==> config.mk <==
export PLATFORM = sky130hd
export DESIGN_NAME = button_event_tracker_core_flat
export DESIGN_NICKNAME = d
export VERILOG_FILES = /design/src/hw/rtl/bet_pkg.sv /design/src/hw/rtl/bet_in_if.sv /design/src/hw/rtl/bet_out_if.sv /design/src/hw/rtl/bet_update.sv /design/src/hw/rtl/button_event_tracker_core.sv /design/src/flat_wrapper.sv
export VERILOG_INCLUDE_DIRS = /design/src /design/src/hw/rtl
export SDC_FILE = /design/constraint.sdc
export NUM_CORES = 1
export LEC_CHECK = 0
export ABC_AREA = 0
export BUFFER_PORTS_ARGS = -buffer_cell sky130_fd_sc_hd__buf_2
export CORE_MARGIN = 2
export CORE_UTILIZATION = 60
export CTS_CLUSTER_SIZE = 40
export DETAILED_ROUTE_END_ITERATION = 6
export GPL_ROUTABILITY_DRIVEN = 0
export GPL_TIMING_DRIVEN = 0
export PLACE_DENSITY = 0.77
export SYNTH_ARGS = -nofsm -noshare
export SYNTH_HDL_FRONTEND = slang
export SYNTH_SLANG_ARGS = --single-unit
==> constraint.sdc <==
create_clock -name clk_i -period 15.62 [get_ports clk_i]
set_clock_uncertainty 0.15 [all_clocks]
set_input_delay 2.343 -clock clk_i [delete_from_list [all_inputs] [get_ports clk_i]]
set_output_delay 2.343 -clock clk_i [all_outputs]
set_load 0.05 [all_outputs]
==> src/hw/rtl/button_event_tracker_core_defines.svh <==
// ----------------------------------------------------------------------------
// Button event tracker assertion macros
// Concurrent assertion wrappers; define ASSERT_OFF to compile them out.
// ----------------------------------------------------------------------------
`ifndef BUTTON_EVENT_TRACKER_CORE_DEFINES_SVH
`define BUTTON_EVENT_TRACKER_CORE_DEFINES_SVH

`ifndef ASSERT_OFF
// Assertion checked on every rising clock edge outside reset.
`define BET_ASSERT(lbl, clk, rst_n, prop) \
  lbl: assert property (@(posedge clk) disable iff (!rst_n) (prop)) \
    else $error("button event tracker assertion failed");
// Assertion checked on every rising clock edge, reset included.
`define BET_ASSERT_ALWAYS(lbl, clk, prop) \
  lbl: assert property (@(posedge clk) (prop)) \
    else $error("button event tracker assertion failed");
`else
`define BET_ASSERT(lbl, clk, rst_n, prop)
`define BET_ASSERT_ALWAYS(lbl, clk, prop)
`endif

`endif

==> src/hw/rtl/bet_pkg.sv <==
// ----------------------------------------------------------------------------
// Button event tracker package
// Shared types, codes and the timer check of the button event tracker.
// ----------------------------------------------------------------------------
package bet_pkg;

  typedef enum logic [1:0] {
    CMD_SAMPLE = 2'd0,
    CMD_READ   = 2'd1,
    CMD_PEEK   = 2'd2
  } cmd_e;

  typedef enum logic [1:0] {
    CFG_BUTTON_COUNT  = 2'd0,
    CFG_PRESS_SPAN    = 2'd1,
    CFG_RELEASE_SPAN  = 2'd2
  } cfg_reg_e;

  localparam int unsigned CfgIdxW  = 2;
  localparam int unsigned CfgDataW = 16;

  localparam logic [3:0]  CountReset       = 4'd0;
  localparam logic [15:0] PressSpanReset   = 16'd100;
  localparam logic [15:0] ReleaseSpanReset = 16'd300;

  // One table entry.
  typedef struct packed {
    logic        down;
    logic        pressed;
    logic        released;
    logic [31:0] start_time;
    logic [15:0] press_stamp;
    logic [15:0] release_stamp;
  } entry_t;

  // One result word.
  typedef struct packed {
    logic        is_down;
    logic        is_pressed;
    logic        is_released;
    logic [31:0] held_ms;
    logic        input_changed;
    logic        known_button;
  } res_t;

  // A span is up once the 16-bit wrapped elapsed time reaches it.
  function automatic logic span_up(logic [15:0] stamp, logic [15:0] now16,
                                   logic [15:0] span);
    logic [15:0] elapsed;
    elapsed = now16 - stamp;
    return elapsed >= span;
  endfunction

endpackage

==> src/hw/rtl/bet_in_if.sv <==
// ----------------------------------------------------------------------------
// Button event tracker input channel
// Valid/ready channel that carries one command word.
// ----------------------------------------------------------------------------
interface bet_in_if;
  logic        valid;
  logic        ready;
  logic [1:0]  command;
  logic [7:0]  btn_id;
  logic        pin_level;
  logic [31:0] now_ms;

  modport source (output valid, command, btn_id, pin_level, now_ms, input ready);
  modport sink   (input valid, command, btn_id, pin_level, now_ms, output ready);
endinterface

==> src/hw/rtl/bet_out_if.sv <==
// ----------------------------------------------------------------------------
// Button event tracker output channel
// Valid/ready channel that carries one result word.
// ----------------------------------------------------------------------------
interface bet_out_if;
  logic        valid;
  logic        ready;
  logic        is_down;
  logic        is_pressed;
  logic        is_released;
  logic [31:0] held_ms;
  logic        input_changed;
  logic        known_button;

  modport source (output valid, is_down, is_pressed, is_released, held_ms,
                  input_changed, known_button, input ready);
  modport sink   (input valid, is_down, is_pressed, is_released, held_ms,
                  input_changed, known_button, output ready);
endinterface

==> src/hw/rtl/bet_update.sv <==
// ----------------------------------------------------------------------------
// Button event tracker entry update
// Computes the new table entry and the result word for one command.
// ----------------------------------------------------------------------------
module bet_update import bet_pkg::*; (
  input  entry_t      entry_i,
  input  cmd_e        cmd_i,
  input  logic        pin_i,
  input  logic [31:0] now_i,
  input  logic [15:0] press_span_i,
  input  logic [15:0] release_span_i,
  output entry_t      entry_o,
  output res_t        res_o
);

  entry_t     e;
  logic       changed;
  logic [15:0] now16;

  assign now16 = now_i[15:0];

  always_comb begin
    e       = entry_i;
    changed = 1'b0;
    unique case (cmd_i)
      CMD_SAMPLE: begin
        if (pin_i) begin
          if (!e.down) begin
            e.down          = 1'b1;
            e.start_time    = now_i;
            e.pressed       = 1'b1;
            e.press_stamp   = now16;
            e.released      = 1'b0;
            e.release_stamp = '0;
            changed         = 1'b1;
          end
          // A zero span lets a fresh press expire on the sample that raised it.
          if (e.pressed && span_up(e.press_stamp, now16, press_span_i)) begin
            e.pressed = 1'b0;
          end
        end else begin
          if (e.down && !e.released) begin
            e.released      = 1'b1;
            e.release_stamp = now16;
            changed         = 1'b1;
          end else if (e.released && span_up(e.release_stamp, now16, release_span_i)) begin
            e.released      = 1'b0;
            e.release_stamp = '0;
          end
          e.down        = 1'b0;
          e.pressed     = 1'b0;
          e.press_stamp = '0;
          e.start_time  = '0;
        end
      end
      default: begin
        // Read and peek report the stored entry as it is.
      end
    endcase
  end

  always_comb begin
    res_o.is_down       = e.down;
    res_o.is_pressed    = e.pressed;
    res_o.is_released   = e.released;
    res_o.held_ms       = e.down ? (now_i - e.start_time) : 32'd0;
    res_o.input_changed = changed;
    res_o.known_button  = 1'b1;
  end

  // A read clears the pending events after reporting them.
  always_comb begin
    entry_o = e;
    if (cmd_i == CMD_READ) begin
      entry_o.pressed  = 1'b0;
      entry_o.released = 1'b0;
    end
  end

endmodule

==> src/hw/rtl/button_event_tracker_core.sv <==
// Pipeline: two stages; an accepted input word is held in stage one, and its result word
// is registered into the output register, where it is held until it is taken.
// Throughput: one word per cycle while results are taken; the table is a one-port-read,
// one-port-write memory with a registered read, and the last write is forwarded so
// words on the same button may follow each other back to back.
// Reset: control state and per-entry valid bits clear at once, so there is no
// clearing pass; an entry that is not valid reads as all zero.
// ----------------------------------------------------------------------------
// Button event tracker core
// Table of button states updated by sample, read and peek commands.
// ----------------------------------------------------------------------------
`include "button_event_tracker_core_defines.svh"

module button_event_tracker_core import bet_pkg::*; #(
  parameter int unsigned MAX_BUTTONS = 8
) (
  input  logic                clk_i,
  input  logic                rst_ni,
  bet_in_if.sink              in_i,
  bet_out_if.source           out_o,
  input  logic                cfg_we_i,
  input  logic [CfgIdxW-1:0]  cfg_idx_i,
  input  logic [CfgDataW-1:0] cfg_wdata_i
);

  localparam int unsigned IdxW = (MAX_BUTTONS > 1) ? $clog2(MAX_BUTTONS) : 1;
  localparam logic [7:0]  MaxB = 8'(MAX_BUTTONS);

  // Configuration registers.
  logic [3:0]  count_q;
  logic [15:0] press_span_q, release_span_q;

  // Table memory and its valid bits.
  entry_t                 mem [MAX_BUTTONS];
  entry_t                 rdata_q;
  logic [MAX_BUTTONS-1:0] entry_valid_q;

  // Stage one.
  logic            s1_valid_q;
  logic            s1_known_q;
  logic [IdxW-1:0] s1_idx_q;
  cmd_e            s1_cmd_q;
  logic            s1_pin_q;
  logic [31:0]     s1_now_q;

  // Forwarding of the last write.
  logic            fwd_valid_q, fwd_valid_d;
  logic [IdxW-1:0] fwd_idx_q;
  entry_t          fwd_data_q;

  // Output register.
  logic out_valid_q;
  res_t out_q;

  logic [7:0]      live_n, new_n, keep_n;
  logic            in_known;
  logic [IdxW-1:0] in_idx;
  logic            in_accept, can_adv, s1_adv, mem_we;
  entry_t          cur_entry, new_entry;
  res_t            upd_res, s1_res;

  // Entries beyond the table are never registered.
  assign live_n = (8'(count_q) > MaxB) ? MaxB : 8'(count_q);
  assign new_n  = (8'(cfg_wdata_i[3:0]) > MaxB) ? MaxB : 8'(cfg_wdata_i[3:0]);
  assign keep_n = (live_n < new_n) ? live_n : new_n;

  assign in_known  = (in_i.btn_id != 8'd0) && (in_i.btn_id <= live_n);
  assign in_idx    = IdxW'(in_i.btn_id - 8'd1);
  assign can_adv   = !out_valid_q || out_o.ready;
  assign in_i.ready = can_adv;
  assign in_accept = in_i.valid && can_adv;
  assign s1_adv    = s1_valid_q && can_adv;
  assign mem_we    = s1_adv && s1_known_q;

  always_comb begin
    if (fwd_valid_q) begin
      cur_entry = fwd_data_q;
    end else if (entry_valid_q[s1_idx_q]) begin
      cur_entry = rdata_q;
    end else begin
      cur_entry = '0;
    end
  end

  bet_update u_update (
    .entry_i        (cur_entry),
    .cmd_i          (s1_cmd_q),
    .pin_i          (s1_pin_q),
    .now_i          (s1_now_q),
    .press_span_i   (press_span_q),
    .release_span_i (release_span_q),
    .entry_o        (new_entry),
    .res_o          (upd_res)
  );

  assign s1_res = s1_known_q ? upd_res : '0;

  // The stored entry is forwarded when the next word reads it in the same cycle.
  always_comb begin
    if (in_accept) begin
      fwd_valid_d = mem_we && in_known && (s1_idx_q == in_idx);
    end else if (s1_adv) begin
      fwd_valid_d = 1'b0;
    end else begin
      fwd_valid_d = fwd_valid_q;
    end
  end

  always_ff @(posedge clk_i) begin
    if (mem_we) begin
      mem[s1_idx_q] <= new_entry;
    end
    if (in_accept && in_known) begin
      rdata_q <= mem[in_idx];
    end
  end

  always_ff @(posedge clk_i or negedge rst_ni) begin
    if (!rst_ni) begin
      count_q        <= CountReset;
      press_span_q   <= PressSpanReset;
      release_span_q <= ReleaseSpanReset;
      entry_valid_q  <= '0;
    end else begin
      if (mem_we) begin
        entry_valid_q[s1_idx_q] <= 1'b1;
      end
      if (cfg_we_i) begin
        unique case (cfg_reg_e'(cfg_idx_i))
          CFG_BUTTON_COUNT: begin
            count_q <= cfg_wdata_i[3:0];
            for (int i = 0; i < MAX_BUTTONS; i++) begin
              if (8'(i) >= keep_n) begin
                entry_valid_q[i] <= 1'b0;
              end
            end
          end
          CFG_PRESS_SPAN:   press_span_q   <= cfg_wdata_i;
          CFG_RELEASE_SPAN: release_span_q <= cfg_wdata_i;
          default: begin
          end
        endcase
      end
    end
  end

  always_ff @(posedge clk_i or negedge rst_ni) begin
    if (!rst_ni) begin
      s1_valid_q  <= 1'b0;
      out_valid_q <= 1'b0;
      fwd_valid_q <= 1'b0;
    end else begin
      fwd_valid_q <= fwd_valid_d;
      if (can_adv) begin
        s1_valid_q  <= in_i.valid;
        out_valid_q <= s1_valid_q;
      end
    end
  end

  always_ff @(posedge clk_i) begin
    if (in_accept) begin
      s1_known_q <= in_known;
      s1_idx_q   <= in_idx;
      s1_cmd_q   <= cmd_e'(in_i.command);
      s1_pin_q   <= in_i.pin_level;
      s1_now_q   <= in_i.now_ms;
      fwd_idx_q  <= s1_idx_q;
      fwd_data_q <= new_entry;
    end
    if (s1_adv) begin
      out_q <= s1_res;
    end
  end

  assign out_o.valid         = out_valid_q;
  assign out_o.is_down       = out_q.is_down;
  assign out_o.is_pressed    = out_q.is_pressed;
  assign out_o.is_released   = out_q.is_released;
  assign out_o.held_ms       = out_q.held_ms;
  assign out_o.input_changed = out_q.input_changed;
  assign out_o.known_button  = out_q.known_button;

  // Forwarded data always belongs to the entry that stage one holds.
  `BET_ASSERT(a_fwd_match, clk_i, rst_ni, fwd_valid_q |-> (s1_valid_q && s1_known_q && fwd_idx_q == s1_idx_q))
  // An unknown button yields an all-zero result.
  `BET_ASSERT(a_unknown_zero, clk_i, rst_ni, (s1_adv && !s1_known_q) |=> (out_q == '0))
  // Unregistering every button invalidates the whole table.
  `BET_ASSERT(a_cfg_clear, clk_i, rst_ni, (cfg_we_i && cfg_idx_i == CFG_BUTTON_COUNT && cfg_wdata_i[3:0] == 4'd0) |=> (entry_valid_q == '0))

endmodule
==> src/flat_wrapper.sv <==
// flat-port wrapper written by rule: the top's interface ports become plain ports
module button_event_tracker_core_flat import bet_pkg::*;
#(
  parameter int unsigned MAX_BUTTONS = 8
)
  (clk_i, rst_ni, cfg_we_i, cfg_idx_i, cfg_wdata_i, in_i_valid, in_i_command, in_i_btn_id, in_i_pin_level, in_i_now_ms, in_i_ready, out_o_valid, out_o_is_down, out_o_is_pressed, out_o_is_released, out_o_held_ms, out_o_input_changed, out_o_known_button, out_o_ready);
  bet_in_if in_i_i ();
  bet_out_if out_o_i ();
  input  logic clk_i;
  input  logic rst_ni;
  input  logic cfg_we_i;
  input  logic [CfgIdxW-1:0] cfg_idx_i;
  input  logic [CfgDataW-1:0] cfg_wdata_i;
  input wire logic [$bits(in_i_i.valid)-1:0] in_i_valid;
  input wire logic [$bits(in_i_i.command)-1:0] in_i_command;
  input wire logic [$bits(in_i_i.btn_id)-1:0] in_i_btn_id;
  input wire logic [$bits(in_i_i.pin_level)-1:0] in_i_pin_level;
  input wire logic [$bits(in_i_i.now_ms)-1:0] in_i_now_ms;
  output wire logic [$bits(in_i_i.ready)-1:0] in_i_ready;
  output wire logic [$bits(out_o_i.valid)-1:0] out_o_valid;
  output wire logic [$bits(out_o_i.is_down)-1:0] out_o_is_down;
  output wire logic [$bits(out_o_i.is_pressed)-1:0] out_o_is_pressed;
  output wire logic [$bits(out_o_i.is_released)-1:0] out_o_is_released;
  output wire logic [$bits(out_o_i.held_ms)-1:0] out_o_held_ms;
  output wire logic [$bits(out_o_i.input_changed)-1:0] out_o_input_changed;
  output wire logic [$bits(out_o_i.known_button)-1:0] out_o_known_button;
  input wire logic [$bits(out_o_i.ready)-1:0] out_o_ready;
  assign in_i_i.valid = in_i_valid;
  assign in_i_i.command = in_i_command;
  assign in_i_i.btn_id = in_i_btn_id;
  assign in_i_i.pin_level = in_i_pin_level;
  assign in_i_i.now_ms = in_i_now_ms;
  assign in_i_ready = in_i_i.ready;
  assign out_o_valid = out_o_i.valid;
  assign out_o_is_down = out_o_i.is_down;
  assign out_o_is_pressed = out_o_i.is_pressed;
  assign out_o_is_released = out_o_i.is_released;
  assign out_o_held_ms = out_o_i.held_ms;
  assign out_o_input_changed = out_o_i.input_changed;
  assign out_o_known_button = out_o_i.known_button;
  assign out_o_i.ready = out_o_ready;
  button_event_tracker_core #(.MAX_BUTTONS(MAX_BUTTONS)) u_core (.clk_i(clk_i), .rst_ni(rst_ni), .in_i(in_i_i), .out_o(out_o_i), .cfg_we_i(cfg_we_i), .cfg_idx_i(cfg_idx_i), .cfg_wdata_i(cfg_wdata_i));
endmodule
==> impl_metrics.csv <==
group,metric,value,unit
power,power.density,134,mW/mm2
timing,fin_tns_setup,0,ps
die,die_h,243,um
yosys,synth_top_family_by_area,"multiplexers",
die,start_util,0.608,
die,io-pin-count,105,
die,dieArea,0.0592,mm2
timing,hold_violations,0,
power,p_switching,1.35,mW
timing,clock.fmax,119,MHz
critical_path,crit_top_cell,"a21oi_1",
die,dieWidth,243,um
clocking,htreeDepth,3,
timing,min_period,8430,ps
clocking,cts_buffers,79,
global_routing,antenna_found_initial,0,
cells_and_area,n_antenna_cell,0,
critical_path,startpoint,"u_core.s1_idx_q[2]$_DFFE_PP_",
yosys,syn_inst,2036,
power,fin_total_pwr,5.26,mW
worst_hold_path,hold_start,"u_core.s1_valid_q$_DFFE_PN0N_",
clocking,cts_buffer_depth,3,
clocking,cts_hold_buf,0,
critical_path,critPathKind,"reg -> reg",
die,fp-row-count,87,
clocking,clk_pin_slew_worst_paths,60,ps
critical_path,path_max_fanout,10,
yosys,async_reset_ff_frac,0.0593,
clocking,clk_latency,620,ps
timing,rsz0062_at_grt,"no",
global_routing,grt_pass1_wl,126000,um
power,p_int,3.91,mW
worst_hold_path,hold_class,"reg -> reg",
timing,slew_viol_final,0,
yosys,netlist_area,0.0344,mm2
critical_path,cp_slowest_stage_delay,970,ps
critical_path,worstPathRequired,15730,ps
routing,wl,83700,um
routing,viasPerCell,6.52,
flow_run,maxCapViolCount,0,
routing,drtAntennaViolNets,0,
clocking,clkSinkCount,793,
cells_and_area,final_net_count,2427,
yosys,synth_flop_cell,"edfxtp_1",
critical_path,cp.arrival,8540,ps
run_status,status,"finished clean",
global_routing,grt_pass1_vias,20468,
placement,portBuffers,103,
yosys,synth_nets,2201,
yosys,synth-xor-area-share,0.0143,
yosys,yosysWarningCount,0,
placement,hpwlAfterDp,55900,um
timing,min_period_over_period,0.540,
global_routing,grtUsageTotal,0.288,
yosys,synth.area.mux_share,0.123,
power,peakVddDrop,0.0000880,V
power,p_sw_frac,0.257,
cells_and_area,fillers,3498,
yosys,avgSynthCellArea,16.9,um2
routing,initialDrtViolationCount,2510,
cells_and_area,drive_gt1_frac,0.240,
die,core_area,0.0565,mm2
timing,tightest_slew,1340,ps
yosys,seq_area_frac_synth,0.687,
yosys,synth_fa_ha_area_frac,0.0374,
critical_path,critPathSlowestCell,"o21ai_0",
critical_path,setup.worst_path.end_class,"flop",
critical_path,r2r_start,"u_core.s1_idx_q[2]$_DFFE_PP_",
clocking,tritoncts,"built",
power,pwr-share-comb,0.162,
critical_path,cp-start-kind,"flop",
cells_and_area,syn_to_final_growth,14.1,%
power,seqPwrFrac,0.479,
routing,drc_errors,0,
routing,vias,20067,
routing,firstDrtPassIters,5,
yosys,synthDistinctLibCells,91,
global_routing,grt_max_degree,65,
yosys,ys_ff_latch,793,
power,p_clk_frac,0.360,
power,power_leakage,13.8,nW
routing,post_drt_wl_per_cell,27.2,um
clocking,cts_setup_buffers,0,
clocking,post_cts_resized,0,
timing,relSlewSlack,0.103,
yosys,synth_edf_count,746,
global_routing,overflow,0,
timing,report.final.setup_viol,0,
yosys,synth_compound_area_frac,0.0742,
clocking,cts_root_buf,"clkbuf_16",
yosys,yosys.area_share.simple,0.0422,
## critical path, delay by kind of cell, from the launching register on
kind,cells,cell delay (ps)
compound gates,17,4450
buf+inv,3,1290
fa+ha+maj,3,870
simple gates,5,660
flops,1,510
xor+xnor,1,160
## per-stage QoR
stage                     worst slack, ps  cell area (um2)   util  cells  hold slack [ps]
after CTS                            7370            39200  0.693   3076              312
after global routing                 6740            39200  0.694   3077              340
final                                7190            39200  0.694   3077              317
after detailed placement             7110            36600  0.648   2936              303
after floorplan                      5760            34400      -   2036              278
after global placement                204            35800  0.634   2895              289
## cell families (layout without fill, tap and decap cells)
family / count (synthesis) / in the layout
fa+ha+maj: 102 / 102
buf+inv: 188 / 473
flops: 793 / 793
simple gates: 300 / 300
xor+xnor: 56 / 56
compound gates: 355 / 355
mux: 242 / 242
## power groups by stage
stage               logic, mW  clock network (mW)  registers (mW)
floorplan               0.559                   0            2.58
global placement        0.786                   0            2.56
detailed placement      0.828                   0            2.56
CTS                     0.838                1.91            2.52
global route            0.924                2.00            2.52
finish                  0.850                1.89            2.52
## Yosys cell counts, types with 22 or more instances
cell type / n / area, um2
a21o_1: 28 / 210
mux4_2: 134 / 3020
dfrtp_1: 40 / 1000
or2_2: 22 / 138
clkbuf_1: 65 / 244
inv_1: 102 / 383
nand2_1: 66 / 248
mux2_2: 100 / 1130
ha_1: 97 / 1210
edfxtp_1: 746 / 22400
nor2_1: 104 / 390
a22oi_1: 41 / 308
a21oi_1: 57 / 285
o21ai_0: 70 / 350
xnor2_1: 36 / 315
## per-layer routing
layer / share of wire / up-vias / global-route usage
li1: - / 8512 / -
met1: 0.39 / 10256 / 0.402
met2: 0.47 / 1093 / 0.446
met3: 0.096 / 206 / 0.0561
met4: 0.043 / 0 / 0.126
met5: 0 / - / 0
## state kept, by name (all words and copies together), names as in the netlist, 2 cells and up
signal                 cells
u_core.mem               536
u_core.fwd_data_q         67
u_core.rdata_q            67
u_core.out_o.held_ms      32
u_core.s1_now_q           32
u_core.press_span_q       16
u_core.release_span_q     16
u_core.entry_valid_q       8
u_core.count_q             4
u_core.s1_idx_q            3
u_core.s1_cmd_q            2
## worst paths after layout
check / to / depth (start not counted) / slack, ps
setup / recovery: u_core.mem[1][0]$_DFFE_PP_ / 29 / 7190
hold / removal: u_core.out_o.valid$_DFFE_PN0N_ / 2 / 320
min in group asynchronous: u_core.s1_valid_q$_DFFE_PN0N_ / 1 / 1770
hold reg to reg: u_core.out_o.valid$_DFFE_PN0N_ / 2 / 320
max in group asynchronous: u_core.press_span_q[9]$_DFFE_PN0P_ / 1 / 12830
setup reg to reg: u_core.mem[1][0]$_DFFE_PP_ / 29 / 7190
## cells in the final DEF (no fill, tap or decap), types with 17 or more instances in the layout
| cell | n |
|---|---|
| dfrtp_1 | 40 |
| nor2_1 | 97 |
| o31ai_1 | 17 |
| clkinv_1 | 22 |
| inv_1 | 101 |
| o21ai_0 | 70 |
| xor2_1 | 20 |
| mux4_2 | 134 |
| ha_1 | 97 |
| nand2_1 | 66 |
| clkbuf_16 | 82 |
| a21o_1 | 28 |
| a22oi_1 | 41 |
| buf_6 | 20 |
| clkbuf_1 | 76 |
| a221o_1 | 17 |
| o22ai_1 | 21 |
| nand2b_1 | 17 |
| xnor2_1 | 36 |
| buf_2 | 104 |
| or2_2 | 22 |
| mux2_2 | 100 |
| edfxtp_1 | 746 |
| nor3_1 | 18 |
| a21oi_1 | 57 |
## cell type report
cell class	count	area, um2	area share
Multi-Input combinational cell	1055	10100	0.257
Tap cell	756	946	0.0241
Inverter	102	388	0.00990
Clock inverter	48	502	0.0128
Buffer	86	379	0.00968
Clock buffer	92	2070	0.0528
Timing Repair Buffer	145	1240	0.0318
Sequential cell	793	23600	0.602
Note: power is estimated with default switching activity, not from simulation.
